<file path="src/hw/rtl/swm_pkg.sv">
// Shared types, constants and the star-closure function for the star wildcard matcher.
// No dependencies; every other file of the block but swm_checker imports this package.
package swm_pkg;

	localparam int PAT_MAX   = 32;              // pattern bytes held
	localparam int PAT_WORDS = PAT_MAX / 8;     // 64-bit config words
	localparam int POS_W     = PAT_MAX + 1;     // positions 0..PAT_MAX
	localparam int LEN_W     = 6;               // pattern_length register width
	localparam int IDX_W     = 3;               // config index width
	localparam int DATA_W    = 64;              // widest config register
	localparam int WSEL_W    = $clog2(PAT_WORDS);

	localparam logic [7:0] STAR_BYTE = 8'h2A;

	// config register indexes
	localparam logic [IDX_W-1:0] REG_LEN   = IDX_W'(0);
	localparam logic [IDX_W-1:0] REG_WORD0 = IDX_W'(1);
	localparam logic [IDX_W-1:0] REG_WORDN = IDX_W'(PAT_WORDS);

	typedef logic [POS_W-1:0] pos_vec_t;

	// pattern view handed from the config block to the datapath
	typedef struct packed {
		logic [PAT_MAX-1:0][7:0] bytes;
		pos_vec_t                star;  // position p < len holds '*'
		pos_vec_t                live;  // position p <= len
		logic [LEN_W-1:0]        len;   // clamped length
	} pat_t;

	// Star closure as one carry chain: a carry entering a run of stars
	// ripples to the first non-star position after the run.
	function automatic pos_vec_t close_stars(input pos_vec_t a, input pos_vec_t star,
			input pos_vec_t live);
		pos_vec_t am;
		pos_vec_t x;
		am = a & live;
		x  = am & star;
		return (((x + star) ^ star) | am) & live;
	endfunction

endpackage

</file>
<file path="src/hw/rtl/star_wildcard_matcher.sv">
// Star wildcard matcher: a streamed text, one byte per beat, against a '*' pattern.
// Throughput one beat per cycle when not stalled; a last beat passes the input register
// and then loads its result into the result register. Only a last beat waits on a stalled result.
// A config write stalls the input in the cycle of the write only.
// Reset (arst_n low, async): all config registers 0, position set back to start.
// Depends on swm_pkg, swm_cfg and swm_step.
module star_wildcard_matcher (
	input  logic                        clk,
	input  logic                        arst_n,
	// config write port
	input  logic                        cfg_we,
	input  logic [swm_pkg::IDX_W-1:0]   cfg_index,
	input  logic [swm_pkg::DATA_W-1:0]  cfg_data,
	// text beats
	input  logic                        in_valid,
	output logic                        in_stall,
	input  logic [7:0]                  text_char,
	input  logic                        is_empty,
	input  logic                        last,
	// result beats
	output logic                        out_valid,
	input  logic                        out_stall,
	output logic                        matched
);
	import swm_pkg::*;

	pat_t     pat;
	pos_vec_t state_q;      // active positions; closed against the pattern when used
	pos_vec_t step_nxt;
	logic     step_hit;

	// input register
	logic       valid_s1;
	logic [7:0] char_s1;
	logic       empty_s1;
	logic       last_s1;

	// result register
	logic       out_valid_q;
	logic       matched_q;

	logic       in_acc;
	logic       s1_go;

	swm_cfg u_cfg (
		.clk       (clk),
		.arst_n    (arst_n),
		.cfg_we    (cfg_we),
		.cfg_index (cfg_index),
		.cfg_data  (cfg_data),
		.pat       (pat)
	);

	swm_step u_step (
		.state     (state_q),
		.pat       (pat),
		.text_char (char_s1),
		.is_empty  (empty_s1),
		.nxt       (step_nxt),
		.hit_end   (step_hit)
	);

	// A non-last beat always retires; a last beat needs the result register
	// free or being drained this cycle.
	assign s1_go    = valid_s1 & (~last_s1 | ~out_valid_q | ~out_stall);
	assign in_stall = cfg_we | (valid_s1 & ~s1_go);
	assign in_acc   = in_valid & ~in_stall;

	always_ff @(posedge clk or negedge arst_n) begin
		if (!arst_n) begin
			valid_s1 <= 1'b0;
		end else begin
			valid_s1 <= in_acc | (valid_s1 & ~s1_go);
		end
	end

	always_ff @(posedge clk) begin
		if (in_acc) begin
			char_s1  <= text_char;
			empty_s1 <= is_empty;
			last_s1  <= last;
		end
	end

	// Position set. A config write leaves it alone; the step logic trims and
	// re-closes it against whatever pattern is in force when the next beat runs.
	always_ff @(posedge clk or negedge arst_n) begin
		if (!arst_n) begin
			state_q <= POS_W'(1);
		end else if (s1_go) begin
			state_q <= last_s1 ? POS_W'(1) : step_nxt;
		end
	end

	// result register: holds while stalled
	always_ff @(posedge clk or negedge arst_n) begin
		if (!arst_n) begin
			out_valid_q <= 1'b0;
		end else begin
			out_valid_q <= (s1_go & last_s1) | (out_valid_q & out_stall);
		end
	end

	always_ff @(posedge clk) begin
		if (s1_go & last_s1) begin
			matched_q <= step_hit;
		end
	end

	assign out_valid = out_valid_q;
	assign matched   = matched_q;

endmodule

</file>
<file path="src/hw/rtl/swm_cfg.sv">
// Configuration registers of the star wildcard matcher: length and pattern words.
// Depends on swm_pkg; presents the pattern as a pat_t view.
module swm_cfg (
	input  logic                        clk,
	input  logic                        arst_n,
	input  logic                        cfg_we,
	input  logic [swm_pkg::IDX_W-1:0]   cfg_index,
	input  logic [swm_pkg::DATA_W-1:0]  cfg_data,
	output swm_pkg::pat_t               pat
);
	import swm_pkg::*;

	logic [LEN_W-1:0]                       length_q;
	logic [PAT_WORDS-1:0][DATA_W-1:0]       word_q;
	logic [LEN_W-1:0]                       len_use;
	logic [IDX_W-1:0]                       word_off;
	logic [WSEL_W-1:0]                      word_sel;

	assign word_off = cfg_index - REG_WORD0;
	assign word_sel = word_off[WSEL_W-1:0];

	always_ff @(posedge clk or negedge arst_n) begin
		if (!arst_n) begin
			length_q <= '0;
			word_q   <= '0;
		end else if (cfg_we) begin
			if (cfg_index == REG_LEN) begin
				length_q <= cfg_data[LEN_W-1:0];
			end else if (cfg_index >= REG_WORD0 && cfg_index <= REG_WORDN) begin
				word_q[word_sel] <= cfg_data;
			end
		end
	end

	// lengths above the store size clamp to it
	assign len_use = (length_q > LEN_W'(PAT_MAX)) ? LEN_W'(PAT_MAX) : length_q;

	always_comb begin
		pat.bytes = word_q;
		pat.len   = len_use;
		for (int p = 0; p < POS_W; p++) begin
			pat.live[p] = (LEN_W'(p) <= len_use);
		end
		pat.star = '0;
		for (int p = 0; p < PAT_MAX; p++) begin
			pat.star[p] = (LEN_W'(p) < len_use) && (word_q[p / 8][(p % 8) * 8 +: 8] == STAR_BYTE);
		end
	end

endmodule

</file>
<file path="src/hw/rtl/swm_step.sv">
// Combinational; depends on swm_pkg. One text beat on the stored position set: closure under
// the current pattern, literal shifts, star loops, closure again; empty beat: closure only.
module swm_step (
	input  swm_pkg::pos_vec_t  state,
	input  swm_pkg::pat_t      pat,
	input  logic [7:0]         text_char,
	input  logic               is_empty,
	output swm_pkg::pos_vec_t  nxt,
	output logic               hit_end
);
	import swm_pkg::*;

	pos_vec_t cur;
	pos_vec_t shifted;
	pos_vec_t raw;

	always_comb begin
		// stored set may predate a pattern change: trim and close it first
		cur     = close_stars(state, pat.star, pat.live);
		shifted = '0;
		for (int p = 0; p < PAT_MAX; p++) begin
			// literal at p < len that equals the byte moves on to p+1
			shifted[p + 1] = cur[p] & ~pat.star[p] & pat.live[p + 1] &
				(pat.bytes[p] == text_char);
		end
		raw = (cur & pat.star) | shifted;
		nxt = is_empty ? cur : close_stars(raw, pat.star, pat.live);
	end

	assign hit_end = nxt[pat.len];

endmodule

</file>
<file path="config.mk">
export PLATFORM = sky130hd
export DESIGN_NAME = star_wildcard_matcher
export DESIGN_NICKNAME = d
export VERILOG_FILES = /design/src/hw/rtl/swm_pkg.sv /design/src/hw/rtl/star_wildcard_matcher.sv /design/src/hw/rtl/swm_cfg.sv /design/src/hw/rtl/swm_step.sv
export SDC_FILE = /design/constraint.sdc
export NUM_CORES = 1
export LEC_CHECK = 0
export ABC_AREA = 1
export BUFFER_PORTS_ARGS = -buffer_cell sky130_fd_sc_hd__buf_2
export CAP_MARGIN = 40
export CORE_UTILIZATION = 35
export DETAILED_ROUTE_END_ITERATION = 10
export GPL_TIMING_DRIVEN = 0
export SKIP_CTS_REPAIR_TIMING = 1
export SLEW_MARGIN = 20
export SYNTH_ARGS = -nofsm -noshare
export SYNTH_HDL_FRONTEND = slang
export SYNTH_HIERARCHICAL = 1
export SYNTH_SLANG_ARGS = --single-unit
</file>
<file path="constraint.sdc">
create_clock -name clk -period 4.1 [get_ports clk]
set_input_delay 0.615 -clock clk [delete_from_list [all_inputs] [get_ports clk]]
set_output_delay 0.615 -clock clk [all_outputs]
set_load 0.1 [all_outputs]
</file>
==> results of run 1 <==
## critical path: cells and delay by family, from the launching register on
family	cells	cell delay, ns
buf+inv	7	0.99
flops	1	0.38
simple gates	22	2.30
compound gates	4	0.61
## kinds of logic after synthesis
| group | Yosys count | synth area share, % |
|---|---|---|
| other | 2 | 0.0345 |
| adders and majority gates | 2 | 0.115 |
| DFF | 308 | 35.7 |
| and+or+nand+nor | 1783 | 34.7 |
| AOI/OAI and AO/OA | 567 | 14.5 |
| buffers and inverters | 545 | 10.6 |
| xor gates and xnor gates | 109 | 4.39 |
## final timing paths
path                                  end  slack [ns]  depth (start not counted)
min in group asynchronous       out_valid        0.53                          2
max in group asynchronous  u_cfg/pat[109]        2.30                          4
max reg2reg                       matched       -0.44                         33
min                            char_s1[1]        0.20                          1
max                               matched       -0.44                         33
min reg2reg                    state_q[0]        0.51                          2
## through the flow
step / std cells / utilization (%)
2_1_floorplan: 3316 / -
3_3_place_gp: 4237 / 37.7
3_5_place_dp: 4244 / 37.9
4_1_cts: 4315 / 40.0
5_1_grt: 4389 / 43.6
6_report: 4389 / 43.6
## sequential cells by signal, indices dropped and copies added (netlist names)
name and cells:
empty_s1 1, matched 1, out_valid 1, char_s1 8
state_q 33, u_cfg/length_q 6, valid_s1 1, last_s1 1
u_cfg/pat 256
## metal layers
| metal | GRT usage [%] | share of wire [%] | vias to the layer above |
|---|---|---|---|
| met5 | 0 | 0.011 | - |
| met4 | 14.0 | 5.6 | 2 |
| met3 | 6.57 | 9.0 | 267 |
| met2 | 45.9 | 45 | 1051 |
| met1 | 36.7 | 40 | 10900 |
| li1 | - | - | 11000 |
## report_power, final
part | switching [W] | internal (W)
clock network | 0.00147 | 0.00199
registers | 0.000600 | 0.00358
logic | 0.00181 | 0.00103
total | 0.00389 | 0.00660
## cell type report
class,instances,share of cell area [%]
Multi-Input combinational cell,2463,49.2
Sequential cell,308,28.9
Inverter,413,5.95
Timing Repair Buffer,166,4.41
Clock buffer,59,4.36
Tap cell,837,3.90
Buffer,131,2.86
Clock inverter,12,0.414
## placed cells by master (no fill, tap or decap), types with 22 or more instances in the layout
cell type,n
clkbuf_1,60
a21oi_1,76
inv_2,32
o21ai_0,328
inv_1,369
nand2_1,916
nand2_4,37
xor2_1,30
buf_2,115
buf_4,92
o22ai_1,35
clkbuf_16,39
nor3_1,34
nand3_2,25
nand2_2,139
dfrtp_1,291
nand4_1,61
nand3_1,141
a21oi_2,22
a211oi_1,22
nand3b_1,22
xnor2_1,79
nor2_1,261
nor2_4,56
nor2_2,45
==> metrics.txt, run 1 <==
first-pass GRT wire length=between 100,000 and 150,000 um; final setup fails=2; DP HPWL=approximately 72,000 um; placement-stage cell area=between 0.02 and 0.025 mm^2; ys flop type=dfrtp_1; Worst Hold Launch=text_char[1]; most frequent cell after synthesis=nand2_1; share of layout cells above drive strength 1=between 20% and 30%; Yosys top cell area share=34.0%; GRT overflow=0; Reg2Reg Launch Point=u_cfg/length_q[5]; initial antenna violation count=2; PnR Total Power=0.0105 W; Vias=roughly 23,000; crit start category=flip-flop; Pwr Density=390 mW/mm^2; GPL Wtd Cong=1.07; Setup Slack @ Placement=-1.16 ns; Least-Margin Pin Slew=0.910 ns; max-cap violations=0; CP endpoint kind=flip-flop; Fill cells=~6,400; Peak Freq=about 0.22 GHz; Core Region=roughly 0.062 mm^2; Pre-antenna DRT Iters=5; Remaining DRCs=0; ant diodes=0; hold_ws=roughly 0.20 ns; number of port buffers=between 80 and 90; Total Die Area=~0.063 mm^2; DRT Wirelength=about 93,000 um; Synth area leader=dfrtp_1; Synth top cells by count=nand2_1, inv_1, o21ai_0; Synth Cell Area=about 0.022 mm^2; Gate Count Post-Synth=between 3,000 and 4,000; slowest stage delay, CP=between 0.3 and 0.4 ns; vias per cell=between 5 and 6; largest net degree at the start of global routing=97; CP most frequent cell=nand2_1; die height=roughly 250 um; TritonCTS buffer count=39; Iteration-0 DRC Markers=2,200; final antenna-violating net count=0; failing checks=negative setup slack; Worst Setup SP=u_cfg/length_q[5]; Lkg Pwr=12.8 nW; post-synthesis sequential area ratio=roughly 36%; chip width=about 250 um; Final Instance Area=between 0.02 and 0.03 mm^2; worst-skew pair later-pin latency=0.59 ns; clock skew=0.0209 ns; post-synthesis async set-or-reset flop share=96.4%; max-slew violations=0; nets=3,606; vias in the first global route=roughly 21,000; multi-input logic area=between 0.01 and 0.015 mm^2; Worst Path Max Fanout=8; post-synth cell types=59; RSZ-0062 raised after global routing=true; setup TNS=-0.612 ns; # H-tree levels=2; CTS sink cnt=308; Layout area overhead=23.5%; Yosys warnings=6; root buf cell=clkbuf_16; # IOs=between 80 and 90; Setup CP Type=reg -> reg; All-Layer GR Usage=28.8%; Final Hold Viols=0; largest cells by area after synthesis=dfrtp_1, nand2_1, o21ai_0; #FFs+latches synth=308; arrival time worst endpoint=approximately 4.9 ns; WL/cell=21.2 um; status=finished, violations left; sequential cell area=0.00777 mm^2; Bufs on Longest Clock Path=3; WP data required=4.43 ns; Rows=91; CP max stage cell=dfrtp_1; HP Class=in -> reg; clk slew on worst S/H paths=~0.060 ns; Max transition margin=39.3%; CTS tree=yes; Initial Util=35.3%; Synth Area per Inst=roughly 6.6 um^2; setup ws final=-0.437 ns; Mapped Nets=between 3,000 and 4,000; Tmin final=roughly 4.5 ns; Worst VDD drop=0.000324 V; period utilisation layout=111%; Post-synth EDFFs=11
Power figures use the tool's default switching activity.
==> inputs of run 2 (changes only) <==
Settings changed: CORE_UTILIZATION 35 to 45.
==> run 2 against run 1 <==
  * The flow still finishes with violations (negative setup slack)
  * Clock-buffer cell count is 2 lower
  * Highest routed layer unchanged
  * Core utilization is 12 points higher
  * First-iteration DRC count is 4.1% higher
  * Via count is 0.94% higher
  * Setup slack worse by 0.038 ns
==> metrics.txt, run 2 (same netlist as run 1, synthesis figures left out) <==
Peak Freq=0.219 GHz; # H-tree levels=2; max-slew violations=0; Worst Setup SP=u_cfg/length_q[5]; Setup Slack @ Placement=-1.55 ns; Sw Share=about 37%; PnR Total Power=~0.011 W; CP most frequent cell=nand2_1; initial antenna violation count=7; CP max stage cell=nor2_1; Core Region=~0.048 mm^2; vias per cell=~5.6; max-cap violations=0; Max transition margin=about two fifths; Fill cells=4,692; worst-skew pair later-pin latency=between 0.5 and 0.6 ns; period utilisation layout=112%; internal power=0.00665 W; Setup CP Type=reg -> reg; RSZ-0062 raised after global routing=true; first-pass GRT wire length=around 140,000 um; WP data required=around 4.4 ns; Setup crit end=matched; Iteration-0 DRC Markers=around 2,300; clk slew on worst S/H paths=around 0.060 ns; Reg2Reg Launch Point=u_cfg/length_q[5]; arrival time worst endpoint=approximately 4.9 ns; die height=roughly 220 um; Worst Path Max Fanout=8; CTS tree=yes; largest net degree at the start of global routing=about 90; Net Sw Power=~0.0039 W; CTS sink cnt=between 300 and 400; # IOs=85; clock skew=just under 0.04 ns; sequential cell area=~0.008 mm^2; Pre-antenna DRT Iters=7; Final Hold Viols=0; vias in the first global route=~22,000; TritonCTS buffer count=38; DRT Wirelength=approximately 94,000 um; worst flop-to-flop path endpoint=matched; All-Layer GR Usage=~38%; max reg flops=256; CP endpoint kind=flip-flop; root buf cell=clkbuf_16; nets=~3,600; chip width=between 200 and 250 um; Layout area overhead=22.9%; final antenna-violating net count=0; Gate power share=a little over a quarter; Lkg Pwr=around 13 nW; Remaining DRCs=0; commonest non-fill, non-tap cell in the layout=nand2_1; R2R setup slack=-0.48 ns; slowest stage delay, CP=a little over 0.4 ns; FF-to-FF path depth=27; Rows=80; DP HPWL=approximately 74,000 um; HP Class=in -> reg; crit start category=flip-flop; GPL Wtd Cong=about 1; Bufs on Longest Clock Path=3; WL/cell=~23 um; Initial Util=between 40% and 50%; clock power share=33.0%; Reg power frac=roughly two fifths; setup ws final=-0.475 ns; Vias=~24,000; share of layout cells above drive strength 1=about 22%; Worst VDD drop=0.000336 V; status=finished, violations left; Least-Margin Pin Slew=0.871 ns; failing checks=negative setup slack; GRT overflow=0; Tmin final=4.58 ns; number of port buffers=84; commonest cells after routing, fill and taps aside=nand2_1, inv_1, o21ai_0; multi-input logic area=about 0.013 mm^2; final setup fails=2; Total Die Area=~0.049 mm^2; Pwr Density=just under 400 mW/mm^2
[run 2: through the flow]
stage / hold WS [ns] / TNS, ns / area (um^2) / util [%] / instances
floorplan: 0.319 / 0 / 21800 / - / 3316
global placement: 0.485 / -947.25 / 22900 / 48.1 / 4015
finish: 0.205 / -0.734 / 26700 / 56.0 / 4168
CTS: -0.0415 / -18.71 / 24400 / 51.1 / 4091
global route: 0.199 / -1.44 / 26700 / 56.0 / 4165
detailed placement: 0.489 / -17.90 / 23100 / 48.4 / 4024
[run 2: worst max-delay path: cells and delay by family, from the launching register on]
family	cells	cell delay (ns)
compound gates	2	0.24
buf+inv	2	0.36
flops	1	0.40
simple gates	23	3.32
[run 2: layout make-up]
cell class                 count  area share [%]
multi-input combinational   2463            50.1
sequential                   308            29.1
inverter                     413            6.05
clock buffer                  57            4.31
timing repair buffer         166            4.20
buffer                       132            2.89
tap                          615            2.88
clock inverter                10           0.501
timing repair inverter         1          0.0421
antenna                        3          0.0281
[run 2: worst min-delay path by stage]
stage,start,end,slack [ns],cells past startpoint
finish,text_char[1],char_s1[1],0.20,1
global route,is_empty,empty_s1,0.20,1
CTS,arst_n,state_q[10],-0.04,1
detailed placement,u_cfg/pat[156],u_cfg/pat[156],0.49,2
global placement,u_cfg/pat[156],u_cfg/pat[156],0.48,2
floorplan,arst_n,out_valid,0.32,0
[run 2: power by group through the flow]
stage | logic, W | clock network, W | registers (W)
finish | 0.00288 | 0.00347 | 0.00416
global route | 0.00314 | 0.00364 | 0.00423
CTS | 0.00243 | 0.00352 | 0.00414
detailed placement | 0.00242 | 0 | 0.00419
floorplan | 0.00163 | 0 | 0.00403
global placement | 0.00236 | 0 | 0.00417
[run 2: layer usage]
metal / up-vias / routed length (um) / GRT usage [%]
met5: - / 63 / 0
met4: 10 / 4580 / 17.6
met3: 237 / 8570 / 8.49
met2: 1015 / 43600 / 60.9
met1: 11200 / 37600 / 47.6
li1: 11000 / - / -
==> inputs of run 3 (changes only) <==
Settings changed: CORE_ASPECT_RATIO from default to 1.5, CORE_UTILIZATION 45 to 40, REMOVE_ABC_BUFFERS from default to 1.
==> run 3 against run 2 <==
  * The run ends with design-rule violations, negative setup slack left
  * Register-to-register slack lost 0.21 ns
  * First-iteration DRC count fell by 21%
  * Flip-flop and latch count did not move
  * Highest routed layer unchanged
  * Critical path depth increased by 9
  * Combinational power barely moved
  * Via count down 3.9%
  * Final cell count fell by 0.24%
  * Maximum frequency is 4.4% lower
==> metrics.txt, run 3 (same netlist as run 1, synthesis figures left out) <==
first-pass GRT wire length=around 130,000 um; CP most frequent cell=nand2_2; Bufs on Longest Clock Path=3; nets=~3,500; Initial Util=roughly two fifths; Top Layer Used=met5; share of layout cells above drive strength 1=21.0%; # H-tree levels=2; Least-Margin Pin Slew=between 0.9 and 1 ns; DR WL met3=5060 um; clock skew=0.0292 ns; max reg flops=~260; Net Sw Power=~0.0037 W; commonest cells after routing, fill and taps aside=nand2_1, inv_1, o21ai_0; CTS tree=yes; chip width=between 150 and 200 um; Peak Freq=0.209 GHz; Pre-antenna DRT Iters=8; vias in the first global route=~21,000; Layout area overhead=22.3%; Tmin final=roughly 4.8 ns; status=finished, violations left; HP Class=in -> reg; Reg power frac=a little over 40%; Fill cells=between 5,000 and 6,000; WL/cell=between 20 and 25 um; PnR Total Power=0.0102 W; period utilisation layout=117%; commonest non-fill, non-tap cell in the layout=nand2_1; DP HPWL=about 69,000 um; Worst Path Max Fanout=7; Lkg Pwr=12.7 nW; Gate power share=27.9%; All-Layer GR Usage=between 30% and 40%; setup ws final=-0.685 ns; hold depth=1; clock power share=a little under a third; Setup Slack @ Placement=-2.61 ns; dpl cells=roughly 4,000; GPL Wtd Cong=between 1 and 1.5; Pwr Density=385 mW/mm^2; hold_ws=approximately 0.23 ns; Remaining DRCs=8; max-slew violations=0; GRT overflow=0; # IOs=between 80 and 90; Iteration-0 DRC Markers=between 1,500 and 2,000; CP max stage cell=dfrtp_1; Final Hold Viols=0; TritonCTS buffer count=34; Core Region=around 0.054 mm^2; DRT Wirelength=90,000 um; largest net degree at the start of global routing=96; Non-Filler Instances=4,158; max-cap violations=0; arrival time worst endpoint=between 5 and 6 ns; die height=288 um; crit start category=flip-flop; initial antenna violation count=2; Met2 Wirelength=around 44,000 um; FF-to-FF path depth=36; final antenna-violating net count=0; failing checks=design-rule violations, negative setup slack; R2R setup slack=-0.68 ns; root buf cell=clkbuf_16; Max transition margin=between 30 and 40%; worst-skew pair later-pin latency=~0.56 ns; internal power=around 0.0065 W; Worst VDD drop=between 0.0002 and 0.0003 V; Rows=104; final setup fails=9; Total Die Area=0.0554 mm^2; Post-Route M1 WL=34,400 um; vias per cell=between 5 and 6; CTS sink cnt=roughly 310; clk slew on worst S/H paths=0.07 ns; WP data required=about 4.5 ns; setup TNS=-1.74 ns; slowest stage delay, CP=approximately 0.51 ns; CP endpoint kind=flip-flop; Vias=~23,000; Setup CP Type=reg -> reg; Sw Share=36.6%; number of port buffers=84; RSZ-0062 raised after global routing=true
==> run 3: changes by cell type in the layout (fill, tap and decap cells not counted), moves of 5 or more <==
cell,change
clkbuf_1,-54
buf_2,-32
buf_8,+18
nand2_1,+17
nand2_4,-13
buf_4,-11
o21ai_2,-7
buf_16,+6
clkbuf_8,-6
nand3_4,-5
o21ai_1,+5
==> run 3: final timing paths <==
path                                     end              start
min                               char_s1[4]       text_char[4]
min in group asynchronous     u_cfg/pat[315]             arst_n
max                                  matched  u_cfg/length_q[0]
max in group asynchronous  u_cfg/length_q[5]             arst_n
min reg2reg                      state_q[19]        state_q[19]
max reg2reg                          matched  u_cfg/length_q[0]
==> run 3: power groups by stage <==
stage / registers (W) / logic [W] / clock network (W)
global placement: 0.00424 / 0.00224 / 0
floorplan: 0.00406 / 0.00154 / 0
finish: 0.00416 / 0.00285 / 0.00323
detailed placement: 0.00419 / 0.00238 / 0
global route: 0.00424 / 0.00312 / 0.00340
CTS: 0.00415 / 0.00238 / 0.00329
==> run 3: metal layers <==
layer,GRT usage [%],vias up
met4,21.5,2
li1,-,10900
met1,37.6,10700
met2,54.9,775
met3,4.44,277
met5,0,-
==> run 3: worst max-delay path, delay by kind of cell (launching register included) <==
| family | cells | cell delay, ns |
|---|---|---|
| fa+ha+maj | 1 | 0.16 |
| flops | 1 | 0.51 |
| compound gates | 1 | 0.43 |
| simple gates | 30 | 3.02 |
| buf+inv | 4 | 0.47 |
==> run 3: layout make-up <==
type,instances,area (um^2),area share [%]
Antenna cell,1,2.50,0.00940
Clock inverter,13,176,0.663
Timing Repair inverter,1,8.76,0.0329
Sequential cell,308,7770,29.2
Multi-Input combinational cell,2463,13300,49.9
Clock buffer,45,963,3.62
Timing Repair Buffer,225,1960,7.36
Tap cell,689,862,3.24
Inverter,413,1590,5.99
==> run 3: through the flow <==
stage	area, um^2	utilization [%]
floorplan	21000	-
global placement	22300	41.5
detailed placement	23100	43.0
CTS	24200	45.1
global route	26600	49.5
finish	26600	49.5
